`src/rtl/ccc_pkg.sv`:
```
`timescale 1ns / 1ps
// Shared types, constants and the month length table for the clock calendar counter.
// No dependencies; imported by the top level, the port checker and the testbench.

package ccc_pkg;

    // Beat kinds carried on the input tuser field.
    typedef logic [1:0] op_t;
    localparam op_t OP_TICK      = 2'd0;
    localparam op_t OP_LOAD_TIME = 2'd1;
    localparam op_t OP_LOAD_DATE = 2'd2;

    localparam int OP_W        = 2;
    localparam int IN_TDATA_W  = 48;
    localparam int OUT_TDATA_W = 48;

    // Counter limits.
    localparam logic [5:0] SEC_MAX   = 6'd59;
    localparam logic [6:0] MIN_MAX   = 7'd59;
    localparam logic [4:0] HOUR_MAX  = 5'd11;
    localparam logic [4:0] MONTH_MAX = 5'd12;

    // Reset values.
    localparam logic [3:0]  MONTH_RST = 4'd1;
    localparam logic [4:0]  DAY_RST   = 5'd1;
    localparam logic [15:0] YEAR_RST  = 16'd2000;

    // Input beat, hour in the lowest bits.
    typedef struct packed {
        logic [5:0]  pad;
        logic [15:0] load_year;
        logic [4:0]  load_day;
        logic [3:0]  load_month;
        logic        load_pm;
        logic [5:0]  load_second;
        logic [5:0]  load_minute;
        logic [3:0]  load_hour;
    } in_beat_t;

    // Result beat, hour in the lowest bits.
    typedef struct packed {
        logic [5:0]  pad;
        logic [15:0] cur_year;
        logic [4:0]  cur_day;
        logic [3:0]  cur_month;
        logic        cur_pm;
        logic [5:0]  cur_second;
        logic [5:0]  cur_minute;
        logic [3:0]  cur_hour;
    } out_beat_t;

    // Days in a month without leap years; codes outside 1..12 count as 31.
    function automatic logic [4:0] month_length(input logic [3:0] month);
        logic [4:0] len;
        begin
            case (month)
                4'd2:    len = 5'd28;
                4'd4:    len = 5'd30;
                4'd6:    len = 5'd30;
                4'd9:    len = 5'd30;
                4'd11:   len = 5'd30;
                default: len = 5'd31;
            endcase
            return len;
        end
    endfunction

endpackage

```
`src/rtl/clock_calendar_counter_top.sv`:
```
`timescale 1ns / 1ps
// 12-hour clock with AM/PM flag cascaded into a month/day/year calendar.
// Depends on ccc_pkg for beat layouts, op codes and the month length table.
//
// Usage:
//   The slave stream carries one command per beat: tuser selects a one-second
//   tick, a load of the time or a load of the date, and tdata holds the load
//   values. Every accepted beat produces exactly one master beat holding the
//   time and date after that command.
//   An accepted beat passes through the input register, then through the
//   counter update into the result register. Throughput is one beat per
//   cycle while the receiver is ready, since the cascaded counters update
//   combinationally on the way into the result register.
//   When the receiver stalls, the result register holds its beat, the input
//   register fills, and s_axis_tready falls; it rises again in the cycle in
//   which m_axis_tready returns, so no beat is lost or repeated.
//   An asynchronous reset (rst_n low) empties both registers and sets the
//   clock to 0:00:00 AM on January 1st, 2000.
//   Loaded values are stored unchecked; tuser code 3 changes nothing and
//   still returns the current time and date.

module clock_calendar_counter_top (
    input  logic                              clk,
    input  logic                              rst_n,
    input  logic                              s_axis_tvalid,
    output logic                              s_axis_tready,
    // tdata from bit 0: load_hour[3:0], load_minute[9:4], load_second[15:10],
    // load_pm[16], load_month[20:17], load_day[25:21], load_year[41:26], zeros
    input  logic [ccc_pkg::IN_TDATA_W-1:0]    s_axis_tdata,
    // tuser: op[1:0]
    input  logic [ccc_pkg::OP_W-1:0]          s_axis_tuser,
    output logic                              m_axis_tvalid,
    input  logic                              m_axis_tready,
    // tdata from bit 0: cur_hour[3:0], cur_minute[9:4], cur_second[15:10],
    // cur_pm[16], cur_month[20:17], cur_day[25:21], cur_year[41:26], zeros
    output logic [ccc_pkg::OUT_TDATA_W-1:0]   m_axis_tdata
);

    import ccc_pkg::*;

    // Pipeline registers
    logic      in_valid_reg;
    in_beat_t  in_data_reg;
    op_t       in_op_reg;
    logic      out_valid_reg;
    out_beat_t out_data_reg;
    logic      advance;

    // Clock and calendar state
    logic [5:0]  sec_reg,  sec_next;
    logic [5:0]  min_reg,  min_next;
    logic [3:0]  hour_reg, hour_next;
    logic        pm_reg,   pm_next;
    logic [3:0]  mon_reg,  mon_next;
    logic [4:0]  day_reg,  day_next;
    logic [15:0] year_reg, year_next;

    // Tick arithmetic
    logic [5:0]  tick_sec;
    logic [6:0]  tick_min;
    logic [4:0]  tick_hour;
    logic        tick_pm;
    logic        day_adv;
    logic [5:0]  adv_day;
    logic [4:0]  adv_mon;
    logic [15:0] adv_year;

    // Handshake: the result register moves when empty or taken.
    assign advance       = !out_valid_reg || m_axis_tready;
    assign s_axis_tready = !in_valid_reg || advance;

    // Seconds, minutes and hours cascade, then the day advance on PM to AM.
    always_comb
    begin
        if (sec_reg >= SEC_MAX)
        begin
            tick_sec = 6'd0;
            tick_min = {1'b0, min_reg} + 7'd1;
        end
        else
        begin
            tick_sec = sec_reg + 6'd1;
            tick_min = {1'b0, min_reg};
        end

        if (tick_min > MIN_MAX)
        begin
            tick_min  = 7'd0;
            tick_hour = {1'b0, hour_reg} + 5'd1;
        end
        else
        begin
            tick_hour = {1'b0, hour_reg};
        end

        if (tick_hour > HOUR_MAX)
        begin
            tick_hour = 5'd0;
            tick_pm   = ~pm_reg;
        end
        else
        begin
            tick_pm = pm_reg;
        end

        day_adv = pm_reg && !tick_pm;

        // Next day: wrap to the first at month end, month past 12 rolls the year.
        adv_day  = {1'b0, day_reg} + 6'd1;
        adv_mon  = {1'b0, mon_reg};
        adv_year = year_reg;
        if (adv_day > {1'b0, month_length(mon_reg)})
        begin
            adv_day = 6'd1;
            adv_mon = adv_mon + 5'd1;
        end
        if (adv_mon > MONTH_MAX)
        begin
            adv_mon  = 5'd1;
            adv_year = year_reg + 16'd1;
        end
    end

    // Select the next state by command.
    always_comb
    begin
        sec_next  = sec_reg;
        min_next  = min_reg;
        hour_next = hour_reg;
        pm_next   = pm_reg;
        mon_next  = mon_reg;
        day_next  = day_reg;
        year_next = year_reg;
        case (in_op_reg)
            OP_TICK:
            begin
                sec_next  = tick_sec;
                min_next  = tick_min[5:0];
                hour_next = tick_hour[3:0];
                pm_next   = tick_pm;
                if (day_adv)
                begin
                    mon_next  = adv_mon[3:0];
                    day_next  = adv_day[4:0];
                    year_next = adv_year;
                end
            end
            OP_LOAD_TIME:
            begin
                hour_next = in_data_reg.load_hour;
                min_next  = in_data_reg.load_minute;
                sec_next  = in_data_reg.load_second;
                pm_next   = in_data_reg.load_pm;
            end
            OP_LOAD_DATE:
            begin
                mon_next  = in_data_reg.load_month;
                day_next  = in_data_reg.load_day;
                year_next = in_data_reg.load_year;
            end
            default:
            begin
                sec_next = sec_reg;
            end
        endcase
    end

    // Input register: takes a beat whenever it is empty or drains this cycle.
    always_ff @(posedge clk or negedge rst_n)
    begin
        if (!rst_n)
        begin
            in_valid_reg <= 1'b0;
        end
        else if (s_axis_tready)
        begin
            in_valid_reg <= s_axis_tvalid;
        end
    end

    always_ff @(posedge clk)
    begin
        if (s_axis_tready && s_axis_tvalid)
        begin
            in_data_reg <= in_beat_t'(s_axis_tdata);
            in_op_reg   <= s_axis_tuser;
        end
    end

    // Counter state commits when a command moves into the result register.
    always_ff @(posedge clk or negedge rst_n)
    begin
        if (!rst_n)
        begin
            out_valid_reg <= 1'b0;
            sec_reg       <= 6'd0;
            min_reg       <= 6'd0;
            hour_reg      <= 4'd0;
            pm_reg        <= 1'b0;
            mon_reg       <= MONTH_RST;
            day_reg       <= DAY_RST;
            year_reg      <= YEAR_RST;
        end
        else if (advance)
        begin
            out_valid_reg <= in_valid_reg;
            if (in_valid_reg)
            begin
                sec_reg  <= sec_next;
                min_reg  <= min_next;
                hour_reg <= hour_next;
                pm_reg   <= pm_next;
                mon_reg  <= mon_next;
                day_reg  <= day_next;
                year_reg <= year_next;
            end
        end
    end

    // Result payload.
    always_ff @(posedge clk)
    begin
        if (advance && in_valid_reg)
        begin
            out_data_reg.pad        <= '0;
            out_data_reg.cur_hour   <= hour_next;
            out_data_reg.cur_minute <= min_next;
            out_data_reg.cur_second <= sec_next;
            out_data_reg.cur_pm     <= pm_next;
            out_data_reg.cur_month  <= mon_next;
            out_data_reg.cur_day    <= day_next;
            out_data_reg.cur_year   <= year_next;
        end
    end

    assign m_axis_tvalid = out_valid_reg;
    assign m_axis_tdata  = OUT_TDATA_W'(out_data_reg);

endmodule

```
`config.mk`:
```
export PLATFORM = sky130hd
export DESIGN_NAME = clock_calendar_counter_top
export DESIGN_NICKNAME = d
export VERILOG_FILES = /design/src/rtl/ccc_pkg.sv /design/src/rtl/clock_calendar_counter_top.sv
export SDC_FILE = /design/constraint.sdc
export NUM_CORES = 1
export LEC_CHECK = 0
export BUFFER_PORTS_ARGS = -buffer_cell sky130_fd_sc_hd__buf_4
export CELL_PAD_IN_SITES_DETAIL_PLACEMENT = 0
export CELL_PAD_IN_SITES_GLOBAL_PLACEMENT = 1
export CORE_MARGIN = 2
export CORE_UTILIZATION = 49
export CTS_CLUSTER_DIAMETER = 40
export CTS_CLUSTER_SIZE = 16
export DETAILED_ROUTE_END_ITERATION = 8
export PLACE_DENSITY_LB_ADDON = 0.1
export SLEW_MARGIN = 20
export SYNTH_ARGS = -nofsm -noshare
export SYNTH_HDL_FRONTEND = slang
export SYNTH_SLANG_ARGS = --single-unit
export TNS_END_PERCENT = 5
```
`constraint.sdc`:
```
create_clock -name clk -period 7.7 [get_ports clk]
set_input_delay 0.385 -clock clk [delete_from_list [all_inputs] [get_ports clk]]
set_output_delay 0.385 -clock clk [all_outputs]
set_load 0.1 [all_outputs]
```
==> results of run 1 <==
-- cell usage after synthesis, types with 13 or more instances --
library cell  count
a21oi_1          31
a22oi_1          18
and3_1           13
clkbuf_1         32
dfrtp_1          36
edfxtp_1         86
mux2i_1          15
nand2_1          72
nand3_1          36
nor2_1           32
nor3_1           15
o211ai_1         13
o21ai_0          35
or4_1            20
-- logic make-up (layout without fill, tap and decap cells) --
family	count (synthesis)	in the layout	share of synthesized area, %
xor gates and xnor gates	6	6	1.366
AOI/OAI and AO/OA	156	156	16.20
and+or+nand+nor	241	241	18.00
muxes	27	27	4.151
other	1	6	0.05456
adders and majority gates	12	12	2.185
buffers and inverters	62	141	4.296
DFF	130	130	53.74
-- routing by layer --
layer,up-vias,share of wire [%]
met1,2579,46
met2,157,48
met5,-,0
met4,0,1.3
met3,25,5.2
li1,2572,-
-- area by class of cell --
class | count | share of cell area (%)
Sequential cell | 130 | 44.99
Tap cell | 180 | 2.743
Clock buffer | 22 | 5.532
Inverter | 13 | 0.5943
Timing Repair Buffer | 96 | 8.778
Clock inverter | 10 | 1.951
Multi-Input combinational cell | 448 | 35.42
-- power by group through the flow --
stage	clock (mW)	sequential, mW	combinational, mW
after floorplan	0	1.21	0.480
after global placement	0	1.02	0.828
after detailed placement	0	1.03	0.841
after CTS	0.858	1.02	0.847
after global routing	0.891	1.04	0.910
final	0.847	1.02	0.844
-- worst reg2reg max path, stage by stage, from the launching register on --
cell	delay [ps]
dfrtp_1	400
ha_1	250
o2111ai_2	270
nor2_1	320
o22ai_1	140
and3_1	270
and3_1	210
o22ai_1	250
ha_1	620
nand4_1	450
or2_4	430
or4_1	490
nand3_1	80
-- layout by cell type (no fill, tap or decap), drive strengths merged, types with 14 or more instances in the layout --
cell and count:
a21oi 32, a22oi 18, and3 14, buf 96
clkbuf 22, dfrtp 36, edfxtp 86, mux2i 15
nand2 73, nand3 38, nor2 32, nor3 15
o21ai 36, or4 20
-- final timing paths --
kind,from,slack (ps),end
max in group asynchronous,rst_n,7240,year_reg[13]$_DFFE_PN0P_
worst max register to register,sec_reg[0]$_DFFE_PN0P_,3370,m_axis_tdata[38]$_DFFE_PP_
worst max-delay path,sec_reg[0]$_DFFE_PN0P_,3370,m_axis_tdata[38]$_DFFE_PP_
worst min register to register,in_valid_reg$_DFFE_PN0N_,490,m_axis_tvalid$_DFFE_PN0P_
min in group clk,s_axis_tdata[33],130,in_data_reg[33]$_DFFE_PP_
worst min-delay path,rst_n,-10,sec_reg[3]$_DFFE_PN0P_
-- per-stage QoR --
step	cell area (um2)	setup slack, ps	hold slack [ps]
floorplan	6892	4110	89.41
global route	8210	3024	42.40
finish	8210	3367	-12.20
detailed placement	7595	3373	467.5
CTS	8209	3337	12.54
global placement	7595	3462	466.7
==> results.yml, run 1 <==
timing:
  worstMarginPinSlew_ps: 1007
  tns_ps: 0
  report.final.hold_viol_count: 4
  rsz0062_at_grt: "false"
  max_clock_freq_ghz: 0.2308
  slew_headroom_pct: 32.81
  min_period_over_period_pct: 56.27
  period_needed_ps: 4333
  fin_skew_ps: 9.987
  hold_ws_ps: -12.20
  maxSlewViolCount: 0
  setup_viol: 0
clock_tree:
  cts_resized: 0
  clock_path_buffers: 2
  post_cts_buffers: 0
  cts_max_level: 4
  clkSinkCount: 130
  clkTransAtPathRegs_ps: 60
  tritoncts: "built"
  cts_root_buf: "clkbuf_16"
  insertion_delay_ps: 430
  cts_hold_buffers: 0
  cts_buffers: 17
routing:
  viasPerCell: 5.932
  wirelength_um: 16510
  drt_iter0_drc: 414
  post_drt_wl_per_cell_um: 18.36
  vias: 5333
  drtPass1Iterations: 5
  drc_errors: 0
  ant_nets: 0
critical_path:
  critPathSlowestCell: "ha_1"
  crit_path_start_kind: "register"
  max_stage_delay_ps: 620
  required_ps: 7980
  worstSetupPathType: "register to register"
  arrival_ps: 4620
  critPathMaxFanout: 15
  path_delay_family: "simple AND/OR/NAND/NOR gates"
  cp.depth: 12
  cp_cell_sequence: "ha_1 > o2111ai_2 > nor2_1 > o22ai_1 > and3_1 > and3_1 > o22ai_1 > ha_1 > nand4_1 > or2_4 > or4_1 > nand3_1"
  critical_path_buf_inv_count: 0
  reg2reg_depth: 12
  endpoint_kind: "register"
logic_synthesis:
  synth_warnings: 0
  yosysTopAreaCellShare_pct: 37.58
  syn_avg_cell_area_um2: 10.82
  synth_edf_count: 86
  ys.flop_type: "edfxtp_1"
  syn_inst: 635
  synth_top_cell_by_area: "edfxtp_1"
  yosysSeqAreaShare_pct: 53.74
  synthArstFlopShare_pct: 33.85
  synth_cell_type_count: 76
  ys_seq_elements: 130
  syn-cell-area_um2: 6873
  ys_top_cells_by_area: "edfxtp_1 38%, dfrtp_1 13%, nand2_1 3.9%, dfstp_2 3.1%, nand3_1 2.6%"
finish:
  diodes: 0
  finalNonFillerCells: 899
  regArea_um2: 3694
  syn2layout_area_growth_pct: 19.46
  fill_cells: 1154
  layout-drive-gt1-share_pct: 23.78
  postLayoutCoreUtil_pct: 59.61
  nNetsFinal: 772
  multiInputGateArea_um2: 2908
placement:
  post-dp-hpwl_um: 9852
  place_congestion: 0.8328
  port_buffers: 91
  dp.cells: 867
die:
  rows: 43
  die_width_um: 122.4
  core-area_um2: 13770
  die_h_um: 122.4
  start_util_pct: 49.90
  num_io_pins: 104
  dieArea_um2: 14990
power_and_ir_drop:
  p_int_mw: 1.710
  power-per-cell-area_nw_per_um2: 330.1
  finalPower_mw: 2.710
  max-vdd-ir-drop_mv: 0.2171
  switching_power_mw: 1.000
  cellLeakagePower_nw: 3.127
  pwr-share-comb_pct: 31.2
  swShare_pct: 36.90
  seq_power_share_pct: 37.6
  clock_power_share_pct: 31.3
global_route:
  groute.usage.overall_pct: 22.71
  grt_use_met3_pct: 5.344
  first_global_vias: 5060
  overflow: 0
  grt_pass1_wl_um: 25870
  grt-busiest-layer: "met2"
  grt_max_degree: 68
  grtUsageMet2_pct: 36.25
  antenna_found_initial: 0
  met1_usage_pct: 30.33
outcome:
  run_status: "finished, violations left"
  failed_checks: "negative hold slack"
hold_path:
  holdCritPathClass: "input port to asynchronous set/reset pin"
flow_run:
  max-cap-violations: 0
Note: power is estimated with default switching activity, not from simulation.
==> inputs of run 2 (changes only) <==
--- a/config.mk
+++ b/config.mk
@@ -9,7 +9,7 @@
 export CELL_PAD_IN_SITES_DETAIL_PLACEMENT = 0
 export CELL_PAD_IN_SITES_GLOBAL_PLACEMENT = 1
 export CORE_MARGIN = 2
-export CORE_UTILIZATION = 49
+export CORE_UTILIZATION = 45
 export CTS_CLUSTER_DIAMETER = 40
 export CTS_CLUSTER_SIZE = 16
 export DETAILED_ROUTE_END_ITERATION = 8
==> constraint.sdc (replaced) <==
create_clock -name clk -period 4.05 [get_ports clk]
set_input_delay 0.2025 -clock clk [delete_from_list [all_inputs] [get_ports clk]]
set_output_delay 0.2025 -clock clk [all_outputs]
set_load 0.1 [all_outputs]
==> results.yml, run 2 (same netlist as run 1, synthesis figures left out) <==
critical_path:
  required_ps: 4320
  critPathSlowestCell: "or4_1"
  max_stage_delay_ps: 490
  cp_cell_sequence: "ha_1 > o2111ai_2 > nor2_1 > o22ai_1 > and3_1 > and3_1 > o22ai_1 > ha_1 > nand2_1 > nor4_1 > a31oi_1 > buf_4 > or4_1 > nand3_1"
  crit_path_start_kind: "register"
  critPathMaxFanout: 20
  endpoint_kind: "register"
  arrival_ps: 4010
  worstSetupPathType: "register to register"
  r2r_slack_ps: 310
die:
  num_io_pins: 104
  start_util_pct: 45.55
  rows: 45
  die_h_um: 127.6
  dieArea_um2: 16280
  core-area_um2: 15090
  die_width_um: 127.6
routing:
  drtPass1Iterations: 5
  drt_iter0_drc: 375
  vias: 5506
  wirelength_um: 16920
  viasPerCell: 5.735
  drc_errors: 0
  post_drt_wl_per_cell_um: 17.63
  ant_nets: 0
finish:
  regArea_um2: 3694
  syn2layout_area_growth_pct: 27.02
  final_cell_mix: "103 x buf_4, 86 x edfxtp_1, 72 x nand2_1"
  layout-drive-gt1-share_pct: 22.93
  diodes: 0
  nNetsFinal: 825
  multiInputGateArea_um2: 2905
  fill_cells: 1287
  postLayoutCoreUtil_pct: 57.85
  final_common_cell: "buf_4"
global_route:
  antenna_found_initial: 0
  grt_max_degree: 67
  groute.usage.overall_pct: 21.32
  grt_pass1_wl_um: 26940
  first_global_vias: 5322
  overflow: 0
timing:
  rsz0062_at_grt: "false"
  setup_viol: 0
  max_clock_freq_ghz: 0.2675
  period_needed_ps: 3739
  report.final.hold_viol_count: 0
  worstMarginPinSlew_ps: 880.7
  fin_skew_ps: 6.899
  maxSlewViolCount: 0
  min_period_over_period_pct: 92.31
  tns_ps: 0
  slew_headroom_pct: 41.16
clock_tree:
  clkSinkCount: 130
  cts_hold_buffers: 46
  clock_path_buffers: 2
  post_cts_buffers: 0
  cts_resized: 0
  cts_max_level: 4
  clkTransAtPathRegs_ps: 60
  cts_root_buf: "clkbuf_16"
  insertion_delay_ps: 410
  cts_buffers: 17
  tritoncts: "built"
placement:
  post-dp-hpwl_um: 10500
  place_congestion: 0.8595
  port_buffers: 91
power_and_ir_drop:
  cellLeakagePower_nw: 3.362
  max-vdd-ir-drop_mv: 0.3494
  power-per-cell-area_nw_per_um2: 596.1
outcome:
  run_status: "complete, no violations"
hold_path:
  holdCritPathClass: "input port to register"
flow_run:
  max-cap-violations: 0
-- run 2: report_power, final --
| part | switching (mW) | internal [mW] | leakage, nW |
|---|---|---|---|
| Combinational | 1.11 | 0.558 | 1.74 |
| Clock | 0.555 | 1.04 | 0.296 |
| Sequential | 0.252 | 1.69 | 1.33 |
-- run 2: routing by layer --
metal	vias up	part of all wire (%)	global-route usage, %
met5	-	0	0
met4	0	1.2	8.985
met3	15	3.9	3.811
met2	162	48	34.54
met1	2680	47	28.36
li1	2649	-	-
-- run 2: through the flow --
stage	power, mW	worst slack [ps]	cell area [um2]	hold slack (ps)	cells
final	5.204	311.4	8730	71.22	960
after global routing	5.460	4.949	8730	66.73	960
after CTS	5.226	305.2	8728	52.48	960
after detailed placement	3.579	346.5	7655	288.1	882
after global placement	3.537	397.9	7655	284.3	882
after floorplan	3.221	459.8	6892	-93.09	640
-- run 2: cell type report --
| cell class | instances | area share [%] |
|---|---|---|
| clock inverters | 10 | 1.820 |
| clock buffers | 22 | 5.203 |
| inverters | 13 | 0.5590 |
| well taps | 188 | 2.695 |
| flip-flops and latches | 130 | 42.31 |
| multi-input cells | 448 | 33.28 |
| repair buffers | 149 | 14.13 |
-- run 2: path summary, 6_finish.rpt --
check | endpoint | from | cells after the start
max | m_axis_tdata[39]$_DFFE_PP_ | sec_reg[1]$_DFFE_PN0P_ | 14
min | m_axis_tvalid$_DFFE_PN0P_ | m_axis_tready | 3
max reg2reg | m_axis_tdata[39]$_DFFE_PP_ | sec_reg[1]$_DFFE_PN0P_ | 14
min reg2reg | m_axis_tvalid$_DFFE_PN0P_ | in_valid_reg$_DFFE_PN0N_ | 1
max in group asynchronous | year_reg[11]$_DFFE_PN0P_ | rst_n | 2
min in group asynchronous | sec_reg[2]$_DFFE_PN0P_ | rst_n | 2
-- run 2: worst max-delay path, delay by kind of cell, from the launching register on --
family / cells / cell delay, ps
flops: 1 / 390
compound gates: 4 / 690
buf+inv: 1 / 240
fa+ha+maj: 2 / 610
simple gates: 7 / 1660
